## src/hw/rtl/mp2d_fifo.sv

```systemverilog
// Small synchronous queue in flip-flops, first word visible at the head.
// No dependencies; callers gate push with full and pop with empty.
module mp2d_fifo #(
  parameter int WIDTH = 8,
  parameter int DEPTH = 4
) (
  input  logic                       clk_i,
  input  logic                       rst_ni,
  input  logic                       push_i,
  input  logic [WIDTH-1:0]           data_i,
  input  logic                       pop_i,
  output logic [WIDTH-1:0]           data_o,
  output logic                       full_o,
  output logic                       empty_o,
  output logic [$clog2(DEPTH+1)-1:0] count_o
);

  localparam int PW = (DEPTH > 1) ? $clog2(DEPTH) : 1;
  localparam int CW = $clog2(DEPTH+1);

  logic [WIDTH-1:0] mem_q [DEPTH];
  logic [PW-1:0]    wr_ptr_q, wr_ptr_d;
  logic [PW-1:0]    rd_ptr_q, rd_ptr_d;
  logic [CW-1:0]    cnt_q, cnt_d;

  assign full_o  = (cnt_q == CW'(DEPTH));
  assign empty_o = (cnt_q == '0);
  assign count_o = cnt_q;
  assign data_o  = mem_q[rd_ptr_q];

  // Advance pointers and occupancy
  always_comb begin
    wr_ptr_d = wr_ptr_q;
    rd_ptr_d = rd_ptr_q;
    cnt_d    = cnt_q;
    if (push_i) begin
      wr_ptr_d = (wr_ptr_q == PW'(DEPTH-1)) ? '0 : wr_ptr_q + PW'(1);
    end
    if (pop_i) begin
      rd_ptr_d = (rd_ptr_q == PW'(DEPTH-1)) ? '0 : rd_ptr_q + PW'(1);
    end
    if (push_i && !pop_i) begin
      cnt_d = cnt_q + CW'(1);
    end else if (pop_i && !push_i) begin
      cnt_d = cnt_q - CW'(1);
    end
  end

  always_ff @(posedge clk_i or negedge rst_ni) begin
    if (!rst_ni) begin
      wr_ptr_q <= '0;
      rd_ptr_q <= '0;
      cnt_q    <= '0;
    end else begin
      wr_ptr_q <= wr_ptr_d;
      rd_ptr_q <= rd_ptr_d;
      cnt_q    <= cnt_d;
    end
  end

  // Store the incoming beat
  always_ff @(posedge clk_i) begin
    if (push_i) begin
      mem_q[wr_ptr_q] <= data_i;
    end
  end

endmodule

```

## config.mk

```make
export PLATFORM = sky130hd
export DESIGN_NAME = mp2d_fifo
export DESIGN_NICKNAME = d
export VERILOG_FILES = /design/src/hw/rtl/mp2d_fifo.sv
export SDC_FILE = /design/constraint.sdc
export NUM_CORES = 1
export LEC_CHECK = 0
export ABC_AREA = 1
export BUFFER_PORTS_ARGS = -buffer_cell sky130_fd_sc_hd__buf_2
export CAP_MARGIN = 20
export CORE_UTILIZATION = 35
export CTS_BUF_LIST = sky130_fd_sc_hd__clkbuf_16
export CTS_CLUSTER_DIAMETER = 150
export DETAILED_ROUTE_END_ITERATION = 7
export REMOVE_ABC_BUFFERS = 1
export SLEW_MARGIN = 20
export SYNTH_ARGS = -nofsm -noshare
export SYNTH_HDL_FRONTEND = slang
export SYNTH_SLANG_ARGS = --single-unit
```

## constraint.sdc

```tcl
create_clock -name clk_i -period 3.9 [get_ports clk_i]
set_clock_uncertainty 0.05 [all_clocks]
set_input_delay 0.39 -clock clk_i [delete_from_list [all_inputs] [get_ports clk_i]]
set_output_delay 0.39 -clock clk_i [all_outputs]
set_load 0.01 [all_outputs]
```

==> summary.txt <==
run status: completed
initial cell density of the core: 0.363
startpoint of the most critical register-to-register path: wr_ptr_q[0]
clock slew at the register clock pins of the worst setup and hold paths: 50 ps
pin count of the biggest net entering global routing: 34
max-slew violations: 0
arrival time at the worst endpoint: 1510 ps
clock tree from TritonCTS: yes
slowest stage cell on the critical path: dfrtp_1
maximum fanout along the worst path: 33
area of the die: 5160 sq um
CP cell instances: inv_2 > nand2_1 > o211ai_1 > nand2_1 > buf_2
total clock buffers created by CTS: 5
most heavily used metal layer in global routing: met2
most common cell in the netlist: nand2_1
CP startpoint: rd_ptr_q[0]
total of buffers placed on input and output ports: 24
placement row count: 25
total standard cell area after synthesis: 1710 sq um
Worst Hold Class: primary input to flip-flop
global-route total usage across every layer: 0.135
cell with the most instances on the worst path: nand2_1
clk_lat worst skew: 280 ps
hpwl dp: 2080 um
DR iter-0 viols: 59
unrepaired setup endpoints after global routing: false
GRT met2 Usage: 0.224
setup slack on the worst flop-to-flop path: 2490 ps
most common flop cell mapped by yosys: edfxtp_1
portion of synthesized cell area occupied by the leading cell type: 0.563
worst-case setup margin in the final layout: 1950 ps
type of element launching the critical path: flip-flop
number of H-tree levels: 2
weighted congestion at the end of routability-driven global placement: 0.710
Placed Area: 1850 sq um
total negative slack for setup checks: 0 ps
static leakage power: 0.000915 uW
post-route antenna net violation count: 0
ratio of routed vias to standard cells: 4.73
category of the critical setup timing path: flip-flop to primary output
number of antenna violations at the first check in global routing: 0
post-CTS setup buffer count: 0
Critical Path RT: 3460 ps
Fillers: 422
grt met3 use: 0.0352
number of synthesized flops with an enable pin: 32
core area: 4690 sq um
Congestion Overflow GR: 0
post-synthesis instance total: 144
cell count of the worst reg-to-reg path: 4
chip height: 71.8 um
area taken by multi-input logic gates: 417 sq um
Post-Place Worst Slack: 2210 ps
most instantiated cells after synthesis: 39 x nand2_1, 32 x edfxtp_1, 27 x inv_1
I/O pin cnt: 25
Fin. Hold Viols: 0
Final #Nets: 191
share of synthesized registers carrying an async set or reset: 0.179
fraction of layout instances using a drive strength above 1: 0.191
final critical delay including setup and external delays: 1950 ps
share of the cycle needed by the critical path after routing: 0.500
area growth from synthesis to final layout: 18.6%
worst stage delay on the critical path: 400 ps
Worst slew margin: 0.669
maximum clock frequency: 513 MHz
Cell variety after synth: 18
via count of the routed design: 1,073
share of the core filled with cells: 0.431
Bufs on Longest Clock Path: 2
sequential cell area: 1140 sq um
part of the Yosys area used for sequential elements: 0.666
buffer cell driving the clock tree root: clkbuf_16
via count of the first global-routing pass: 1,092
DR pass1 iterations: 4
most area-hungry cell type in the Yosys netlist: edfxtp_1
worst reg2reg path endpoint: mem_q[2][5]
ranking of synthesized cells by area: edfxtp_1 56%, dfrtp_1 10%, nand2_1 8.6%
Slew @ Worst Pin: 496 ps
final routed wire length divided by cell count: 13.5 um
FF+latch count, synth: 39
met1 Resource Use GR: 0.167
Power Dens Cells: 746 nW/um^2
end of the critical path: data_o[5]
Antenna diodes: 0
total routed wirelength: 3060 um
mean post-synth cell area: 11.8 sq um
maximum vdd ir drop: 317 uV
sink count of the clock tree: 39
first-pass GRT wire length: 5070 um
final setup fails: 0
finished layout cell area: 2020 sq um
die width: 71.8 um
Yosys warning total: 0
max-capacitance violation count: 0
kind of end point of the critical path: primary output
number of remaining DRC errors: 0
## per-stage QoR
stage / instances / hold WS, ps / power, uW
after floorplan: 140 / 44.4 / 898
after global placement: 218 / 179 / 1040
after detailed placement: 218 / 184 / 1080
after CTS: 227 / 268 / 1530
after global routing: 227 / 288 / 1610
final: 227 / 274 / 1510
## sequential cells by signal, summed over array words and instances (netlist names)
name      cells
mem_q        32
count_o       3
wr_ptr_q      2
rd_ptr_q      2
## power by group
| part | total (uW) | leakage [uW] | switching (uW) | internal, uW |
|---|---|---|---|---|
| Sequential | 625 | 0.000378 | 70.7 | 554 |
| Clock | 444 | 0.0000812 | 146 | 298 |
| Combinational | 440 | 0.000455 | 276 | 164 |
| Total | 1510 | 0.000915 | 494 | 1020 |
## final cells by class
cell class	count	area share
multi-input cells	72	0.206
inverters	29	0.0538
clock buffers	5	0.0618
repair buffers	25	0.0643
well taps	54	0.0334
clock inverters	3	0.0192
flip-flops and latches	39	0.562
## routing by layer
layer,up-vias,routed length [um]
met3,5,144
met1,505,1340
met5,-,0
li1,535,-
met2,28,1520
met4,0,55
## cell families (layout without fill, tap and decap cells)
kind of cell               Yosys count  in the layout  synth area share
xor gates and xnor gates             1              1           0.00514
DFF                                 39             39             0.666
buffers and inverters               33             62            0.0895
adders and majority gates            7              7            0.0558
and+or+nand+nor                     43             43            0.0983
AOI/OAI and AO/OA                   21             21            0.0851
## layout by cell type, fill, tap and decap left out, drive strengths merged
cell,Yosys,layout
dfrtp,7,7
o21ai,4,4
clkbuf,1,5
clkinv,0,2
a21oi,1,1
nor3,2,2
inv,29,29
bufinv,0,1
nand2,39,39
nand4,1,1
edfxtp,32,32
xnor2,1,1
fa,1,1
o211ai,16,16
buf,3,24
ha,6,6
dlygate4sd3,0,1
nand3,1,1
## worst max-delay path, delay by kind of cell, from the launching register on
kind	cells	cell delay, ps
buf+inv	2	530
compound gates	1	110
flops	1	400
simple gates	2	190
## worst min path at each step
stage / from / to / cells after the start
floorplan: rst_ni / count_o[0] / 0
global placement: rst_ni / wr_ptr_q[0] / 1
detailed placement: rst_ni / wr_ptr_q[1] / 1
CTS: data_i[2] / mem_q[0][2] / 1
global route: data_i[2] / mem_q[2][2] / 1
finish: data_i[2] / mem_q[2][2] / 1
## repair_timing
item                                    4_1_cts  5_1_grt
gates resized for setup                       0        0
endpoints found under the setup margin        0        0
hold buffers                                  1        0
endpoints found under the hold margin         7        0
No activity file was read; power rests on OpenSTA's default activity.
