**config.mk**
```make
export PLATFORM = sky130hd
export DESIGN_NAME = mp2d_front
export DESIGN_NICKNAME = d
export VERILOG_FILES = /design/src/hw/rtl/mp2d_pkg.sv /design/src/hw/rtl/mp2d_front.sv
export SDC_FILE = /design/constraint.sdc
export NUM_CORES = 1
export LEC_CHECK = 0
export BUFFER_PORTS_ARGS = -buffer_cell sky130_fd_sc_hd__buf_2
export CAP_MARGIN = 20
export CORE_MARGIN = 2
export CORE_UTILIZATION = 49
export CTS_CLUSTER_SIZE = 10
export DETAILED_ROUTE_END_ITERATION = 12
export HOLD_SLACK_MARGIN = 0.08
export PLACE_DENSITY = 0.69
export RECOVER_POWER = 50
export SYNTH_ARGS = -nofsm -noshare
export SYNTH_HDL_FRONTEND = slang
export SYNTH_SLANG_ARGS = --single-unit
```
**constraint.sdc**
```tcl
create_clock -name clk_i -period 3.7 [get_ports clk_i]
set_clock_uncertainty 0.1 [all_clocks]
set_input_delay 0.555 -clock clk_i [delete_from_list [all_inputs] [get_ports clk_i]]
set_output_delay 0.555 -clock clk_i [all_outputs]
set_load 0.02 [all_outputs]
```
**src/hw/rtl/mp2d_pkg.sv**
```systemverilog
// Shared constants and types for the streaming 2-D max pooling block.
// No dependencies; imported by mp2d_front, mp2d_back and the top level.
package mp2d_pkg;

  // Default sizing of the block
  localparam int MAX_DIM_DEF      = 256;
  localparam int MAX_CHANNELS_DEF = 64;
  localparam int MAX_POOL_DEF     = 8;
  localparam int DATA_WIDTH_DEF   = 16;

  // Depth of the command queue and of the result queue (power of two)
  localparam int QUEUE_DEPTH = 4;

  // Configuration port
  localparam int CFG_W     = 9;
  localparam int CFG_IDX_W = 3;

  localparam logic [CFG_IDX_W-1:0] REG_IN_HEIGHT     = 3'd0;
  localparam logic [CFG_IDX_W-1:0] REG_IN_WIDTH      = 3'd1;
  localparam logic [CFG_IDX_W-1:0] REG_CHANNEL_COUNT = 3'd2;
  localparam logic [CFG_IDX_W-1:0] REG_POOL_ROWS     = 3'd3;
  localparam logic [CFG_IDX_W-1:0] REG_POOL_COLS     = 3'd4;

  // Field widths of the registers as written
  localparam int CHAN_REG_W = 7;
  localparam int POOL_REG_W = 4;

  // Control bits of one store command, front to back
  typedef struct packed {
    logic first_col;   // first column of the window: overwrite the stored max
    logic emit;        // window closes: deliver the result
    logic frame_last;  // last result of the frame
  } mp2d_ctl_t;

  localparam int CTL_W = $bits(mp2d_ctl_t);

endpackage

```
**src/hw/rtl/mp2d_front.sv**
```systemverilog
// Front end: configuration registers, position counters and the row-window
// maximum; issues one store command per closed row window. Uses mp2d_pkg.
module mp2d_front #(
  parameter int MAX_DIM      = mp2d_pkg::MAX_DIM_DEF,
  parameter int MAX_CHANNELS = mp2d_pkg::MAX_CHANNELS_DEF,
  parameter int MAX_POOL     = mp2d_pkg::MAX_POOL_DEF,
  parameter int DATA_WIDTH   = mp2d_pkg::DATA_WIDTH_DEF
) (
  input  logic                                      clk_i,
  input  logic                                      rst_ni,
  input  logic                                      cfg_we_i,
  input  logic [mp2d_pkg::CFG_IDX_W-1:0]            cfg_idx_i,
  input  logic [mp2d_pkg::CFG_W-1:0]                cfg_data_i,
  input  logic                                      accept_i,
  input  logic signed [DATA_WIDTH-1:0]              sample_i,
  output logic                                      op_push_o,
  output logic [$clog2(MAX_DIM*MAX_CHANNELS)-1:0]   op_addr_o,
  output logic signed [DATA_WIDTH-1:0]              op_value_o,
  output mp2d_pkg::mp2d_ctl_t                       op_ctl_o
);

  import mp2d_pkg::*;

  localparam int AW    = $clog2(MAX_DIM*MAX_CHANNELS);
  localparam int DIM_W = $clog2(MAX_DIM+1);
  localparam int RP_W  = $clog2(MAX_DIM);
  localparam int CC_W  = $clog2(MAX_CHANNELS+1);
  localparam int CI_W  = (MAX_CHANNELS > 1) ? $clog2(MAX_CHANNELS) : 1;
  localparam int PL_W  = $clog2(MAX_POOL+1);
  localparam int PH_W  = $clog2(MAX_POOL);
  localparam int HC_W  = (CFG_W > DIM_W) ? CFG_W : DIM_W;
  localparam int CX_W  = (CHAN_REG_W > CC_W) ? CHAN_REG_W : CC_W;
  localparam int PX_W  = (POOL_REG_W > PL_W) ? POOL_REG_W : PL_W;

  // Clamped configuration
  logic [DIM_W-1:0] h_q, h_d, w_q, w_d;
  logic [CC_W-1:0]  c_q, c_d;
  logic [PL_W-1:0]  pr_q, pr_d, pc_q, pc_d;

  // Position state
  logic [RP_W-1:0]  row_pos_q, row_pos_d;
  logic [RP_W-1:0]  col_pos_q, col_pos_d;
  logic [CI_W-1:0]  chan_pos_q, chan_pos_d;
  logic [PH_W-1:0]  row_phase_q, row_phase_d;
  logic [PH_W-1:0]  col_phase_q, col_phase_d;
  logic [AW-1:0]    row_base_q, row_base_d;
  logic signed [DATA_WIDTH-1:0] gm_q, gm_d;

  logic [HC_W-1:0]  dim_val;
  logic [DIM_W-1:0] dim_clamp;
  logic [CX_W-1:0]  chan_val;
  logic [CC_W-1:0]  chan_clamp;
  logic [PX_W-1:0]  pool_val;
  logic [PL_W-1:0]  pool_clamp;
  logic             cfg_hit;

  logic last_row, last_chan, last_col, row_close, col_close;

  // Clamp written values: zero acts as one, large values saturate
  always_comb begin
    dim_val  = HC_W'(cfg_data_i);
    chan_val = CX_W'(cfg_data_i[CHAN_REG_W-1:0]);
    pool_val = PX_W'(cfg_data_i[POOL_REG_W-1:0]);
    if (dim_val == '0) begin
      dim_clamp = DIM_W'(1);
    end else if (dim_val > HC_W'(MAX_DIM)) begin
      dim_clamp = DIM_W'(MAX_DIM);
    end else begin
      dim_clamp = DIM_W'(dim_val);
    end
    if (chan_val == '0) begin
      chan_clamp = CC_W'(1);
    end else if (chan_val > CX_W'(MAX_CHANNELS)) begin
      chan_clamp = CC_W'(MAX_CHANNELS);
    end else begin
      chan_clamp = CC_W'(chan_val);
    end
    if (pool_val == '0) begin
      pool_clamp = PL_W'(1);
    end else if (pool_val > PX_W'(MAX_POOL)) begin
      pool_clamp = PL_W'(MAX_POOL);
    end else begin
      pool_clamp = PL_W'(pool_val);
    end
  end

  // Register writes
  always_comb begin
    h_d     = h_q;
    w_d     = w_q;
    c_d     = c_q;
    pr_d    = pr_q;
    pc_d    = pc_q;
    cfg_hit = 1'b0;
    if (cfg_we_i) begin
      unique case (cfg_idx_i)
        REG_IN_HEIGHT: begin
          h_d     = dim_clamp;
          cfg_hit = 1'b1;
        end
        REG_IN_WIDTH: begin
          w_d     = dim_clamp;
          cfg_hit = 1'b1;
        end
        REG_CHANNEL_COUNT: begin
          c_d     = chan_clamp;
          cfg_hit = 1'b1;
        end
        REG_POOL_ROWS: begin
          pr_d    = pool_clamp;
          cfg_hit = 1'b1;
        end
        REG_POOL_COLS: begin
          pc_d    = pool_clamp;
          cfg_hit = 1'b1;
        end
        default: cfg_hit = 1'b0;
      endcase
    end
  end

  // Classify the current sample
  always_comb begin
    last_row  = (DIM_W'(row_pos_q) + DIM_W'(1)) >= h_q;
    last_chan = (CC_W'(chan_pos_q) + CC_W'(1)) >= c_q;
    last_col  = (DIM_W'(col_pos_q) + DIM_W'(1)) >= w_q;
    row_close = ((PL_W'(row_phase_q) + PL_W'(1)) >= pr_q) || last_row;
    col_close = ((PL_W'(col_phase_q) + PL_W'(1)) >= pc_q) || last_col;
    if ((row_phase_q == '0) || (sample_i > gm_q)) begin
      gm_d = sample_i;
    end else begin
      gm_d = gm_q;
    end
  end

  // Store command for a closed row window
  assign op_push_o           = accept_i && row_close;
  assign op_addr_o           = row_base_q + AW'(chan_pos_q);
  assign op_value_o          = gm_d;
  assign op_ctl_o.first_col  = (col_phase_q == '0);
  assign op_ctl_o.emit       = col_close;
  assign op_ctl_o.frame_last = last_row && last_chan && last_col;

  // Advance counters: row, then channel, then column; restart on a write to a known register
  always_comb begin
    row_pos_d   = row_pos_q;
    col_pos_d   = col_pos_q;
    chan_pos_d  = chan_pos_q;
    row_phase_d = row_phase_q;
    col_phase_d = col_phase_q;
    row_base_d  = row_base_q;
    if (cfg_hit) begin
      row_pos_d   = '0;
      col_pos_d   = '0;
      chan_pos_d  = '0;
      row_phase_d = '0;
      col_phase_d = '0;
      row_base_d  = '0;
    end else if (accept_i) begin
      if (!last_row) begin
        row_pos_d = row_pos_q + RP_W'(1);
        if (row_close) begin
          row_phase_d = '0;
          row_base_d  = row_base_q + AW'(MAX_CHANNELS);
        end else begin
          row_phase_d = row_phase_q + PH_W'(1);
        end
      end else begin
        row_pos_d   = '0;
        row_phase_d = '0;
        row_base_d  = '0;
        if (!last_chan) begin
          chan_pos_d = chan_pos_q + CI_W'(1);
        end else begin
          chan_pos_d = '0;
          if (!last_col) begin
            col_pos_d   = col_pos_q + RP_W'(1);
            col_phase_d = col_close ? '0 : col_phase_q + PH_W'(1);
          end else begin
            col_pos_d   = '0;
            col_phase_d = '0;
          end
        end
      end
    end
  end

  always_ff @(posedge clk_i or negedge rst_ni) begin
    if (!rst_ni) begin
      h_q         <= DIM_W'(1);
      w_q         <= DIM_W'(1);
      c_q         <= CC_W'(1);
      pr_q        <= PL_W'(2);
      pc_q        <= PL_W'(2);
      row_pos_q   <= '0;
      col_pos_q   <= '0;
      chan_pos_q  <= '0;
      row_phase_q <= '0;
      col_phase_q <= '0;
      row_base_q  <= '0;
    end else begin
      h_q         <= h_d;
      w_q         <= w_d;
      c_q         <= c_d;
      pr_q        <= pr_d;
      pc_q        <= pc_d;
      row_pos_q   <= row_pos_d;
      col_pos_q   <= col_pos_d;
      chan_pos_q  <= chan_pos_d;
      row_phase_q <= row_phase_d;
      col_phase_q <= col_phase_d;
      row_base_q  <= row_base_d;
    end
  end

  // Hold the row-window maximum
  always_ff @(posedge clk_i) begin
    if (accept_i) begin
      gm_q <= gm_d;
    end
  end

endmodule

```
==> key figures <==
Critical path
  • CP Cell Sequence: ha_1 > nand3_1 > nor2_2 > and3_1 > ha_1 > and4_1 > a41oi_2 > buf_4 > a31oi_1 > buf_2
  • CP startpoint kind: flop
  • WP buf/inv: 2
  • Worst R2R Path Depth: 12
  • FF-to-FF End: col_phase_q[2]
  • Crit path DAT: around 2.9 ns
  • WP data required: roughly 3.0 ns
  • Crit path max-delay family: simple AND/OR/NAND/NOR gates
  • Crit-path slowest cell: dfrtp_2
  • Worst R2R Start: row_pos_q[0]
  • Worst path most repeated cell: ha_1
  • Worst Path Max Fanout: 6
  • Critical path capture point type: primary output
  • R2R Setup Slk: ~0.45 ns
  • Largest stage delay, worst path: around 0.45 ns
  • Setup CP Type: flop to primary output

Detailed routing
  • Final ANT Viol Nets: 0
  • Drt drc: 0
  • Via count: 4236
  • Wire per inst: around 15 um
  • Vias per cell: between 5 and 6
  • Drt initial violations: between 200 and 300
  • 1st-pass router iterations: 4
  • Post-Route WL: approximately 12 mm

Floorplanning
  • Die Height: roughly 110 um
  • Initial Util: 0.5006
  • FP Rows: 38
  • Die ar.: 11880 um^2
  • I/O pin total: 66
  • Die Wd: 109.0 um
  • Core area: around 11000 um^2

Place
  • Port Buf Inserts: 65
  • Pre-CTS WS: 0.3152 ns
  • HPWL Detailed: slightly below 9 mm
  • Routability cong.: roughly 0.9
  • DP Cell Count: between 700 and 800

Synthesis
  • Mux cell area share after synthesis: 0.06021
  • Number of flops mapped to enable cells by yosys: 16
  • Syn Area/Cell: between 9 and 10 um^2
  • Syn nets: 656
  • Post-synthesis cell type count: 58
  • Syn Inst Count: roughly 570
  • Synth Register Bits: 85
  • Share of the synthesized area in the top cell type: 0.2964
  • Post-synthesis simple-gate area fraction: 0.1623
  • Largest family of logic cells by synthesized area: simple AND/OR/NAND/NOR gates
  • Sequential area share after synthesis: 0.4097
  • Main synth FF type: dfrtp_1
  • Synth Area in XOR/XNOR: 0.03080
  • Post-Syn Area: between 5000 and 6000 um^2
  • Post-Synth Adder-Cell Area: 0.1320
  • Yosys warns: 0
  • Complex-gate fraction of the synthesized area: 0.1410
  • Main area contributors after synthesis: dfrtp_1, ha_1, edfxtp_1
  • Synth area leader: dfrtp_1
  • Ys async rst share: 0.8118

Cells and area
  • Most frequent cells in the layout: nand2_1, dfrtp_1, buf_2
  • Nets: ~720
  • Fillcell total: 963
  • Layout cell share with drive strength beyond 1: 0.2019
  • Commonest non-fill, non-tap cell in the layout: nand2_1
  • Final std cells w/o fill: 774
  • # diodes: 0
  • Layout area overhead: 12.67%

Clock network
  • Reg clk slew, reported paths: approximately 0.080 ns
  • Root Buffer: clkbuf_8
  • Worst skew pair latency: between 0.3 and 0.4 ns
  • CTS tree: built
  • Max clock buf depth: 2
  • Num CTS Buffers: 9
  • CTS sink count: 85
  • Max H-tree Level: 3

Worst hold path
  • Hold_sp: cfg_data_i[6]
  • Hold endpoint: c_q[0]
  • Hold Path Class: input port to flop
  • Hold path depth: 2

Power and ir drop
  • Static Leak: about 2.9 nW
  • Pwr Density: approximately 520 nW/um^2
  • Power, Total: roughly 3.2 mW
  • Peak supply drop: 0.3357 mV

STA
  • Slew @ Worst Pin: between 1 and 1.5 ns
  • # setup viols final: 0
  • Post-route setup slack: 0.1370 ns
  • RSZ-0062 raised after global routing: yes
  • Slew headroom: 0.1976
  • Fin. Hold Viols: 0
  • Tcrit/Tclk final: 0.9630
  • Max Clk Rate: about 280 MHz
  • Fin crit period: between 3 and 4 ns
  • Final Max Slew Viols: 0

Run
  • Max-Cap Viols: 0

Global route
  • Vias in the first global route: 4223
  • First-pass GRT wire length: around 20 mm
  • Total global-route track usage: 0.2112
  • Maximum number of pins on one net before global-route repair: 49
  • GRT overflow: 0
  • Initial antenna violation count: 0

Status
  • Status: completed
[stage by stage]
| stage | setup TNS [ns] | area (um^2) | hold WS (ns) | utilization |
|---|---|---|---|---|
| 2_1_floorplan | 0 | 5403 | 0.1594 | - |
| 3_3_place_gp | 0 | 5859 | 0.3663 | 0.5429 |
| 3_5_place_dp | 0 | 5859 | 0.3703 | 0.5429 |
| 4_1_cts | 0 | 6083 | 0.3303 | 0.5636 |
| 5_1_grt | -0.06319 | 6087 | 0.3663 | 0.5640 |
| 6_report | 0 | 6087 | 0.3504 | 0.5640 |
[cell families (layout without fill, tap and decap cells)]
| logic type | after synthesis | count (layout) |
|---|---|---|
| AO/OA/AOI/OAI | 116 | 116 |
| XOR/XNOR | 19 | 19 |
| adder cells (fa/ha/maj) | 57 | 57 |
| buffers and inverters | 84 | 151 |
| flip-flops | 85 | 85 |
| multiplexers | 26 | 26 |
| AND/OR/NAND/NOR | 180 | 180 |
[report_power, final]
group | leakage [nW] | internal, mW | switching, mW
Clock | 0.0986 | 0.328 | 0.348
Combinational | 1.74 | 0.530 | 0.724
Sequential | 1.06 | 1.12 | 0.116
[layout make-up]
class	instances	area, um^2	share of cell area
well taps	140	175.2	0.02878
flip-flops and latches	85	2216	0.3640
inverters	57	214.0	0.03515
multi-input cells	398	2856	0.4693
repair buffers	78	426.7	0.07009
clock inverters	6	61.31	0.01007
clock buffers	10	137.6	0.02261
[layer usage]
metal	GRT usage	wire length, um
met1	0.2652	5360
met2	0.3567	5683
met3	0.04842	591
met4	0.07418	192
met5	0	0
[flip-flops by register name (all words and copies together), names as in the netlist]
register,cells
c_q,7
row_base_q,8
row_phase_q,3
col_pos_q,8
chan_pos_q,6
gm_q,16
col_phase_q,3
pc_q,4
h_q,9
w_q,9
row_pos_q,8
pr_q,4
[worst reg2reg max path, delay by kind of cell, from the launching register on]
family / cells / cell delay, ns
simple gates: 4 / 0.66
buf+inv: 2 / 0.35
compound gates: 4 / 1.03
fa+ha+maj: 2 / 0.54
flops: 1 / 0.45
[synth_stat cells (4+ instances only)]
library cell  count
a22o_1            4
nor2_1           23
xor2_1            8
a211oi_1          6
o21ai_0          42
and3_1            9
nand3_1          26
ha_1             57
a21oi_1          24
mux2_4           10
mux2_2           12
nor2b_1           7
a32o_1            7
dfstp_2           5
dfrtp_1          64
nand2b_1         11
mux2i_1           4
nand2_1          70
inv_1            56
nand4_1          13
edfxtp_1         16
xnor2_1          11
clkbuf_1         21
o211ai_1          5
[how the worst max path moves through the flow]
| stage | startpoint | end | slack [ns] | cells past startpoint |
|---|---|---|---|---|
| finish | row_pos_q[0] | op_push_o | 0.14 | 10 |
| detailed placement | sample_i[15] | op_value_o[2] | 0.32 | 9 |
| global placement | sample_i[1] | op_value_o[2] | 0.36 | 10 |
| floorplan | row_pos_q[0] | op_ctl_o[0] | 0.53 | 9 |
| CTS | row_pos_q[0] | op_push_o | 0.09 | 11 |
| global route | row_pos_q[0] | op_ctl_o[0] | -0.04 | 11 |
[what timing repair did]
item	4_1_cts	5_1_grt
hold endpoints to repair	21	0
hold buffers	1	0
endpoints found under the setup margin	1	3
setup buffers	2	0
pin swaps	0	1
gates resized for setup	0	6
(Power assumes the default switching activity.)
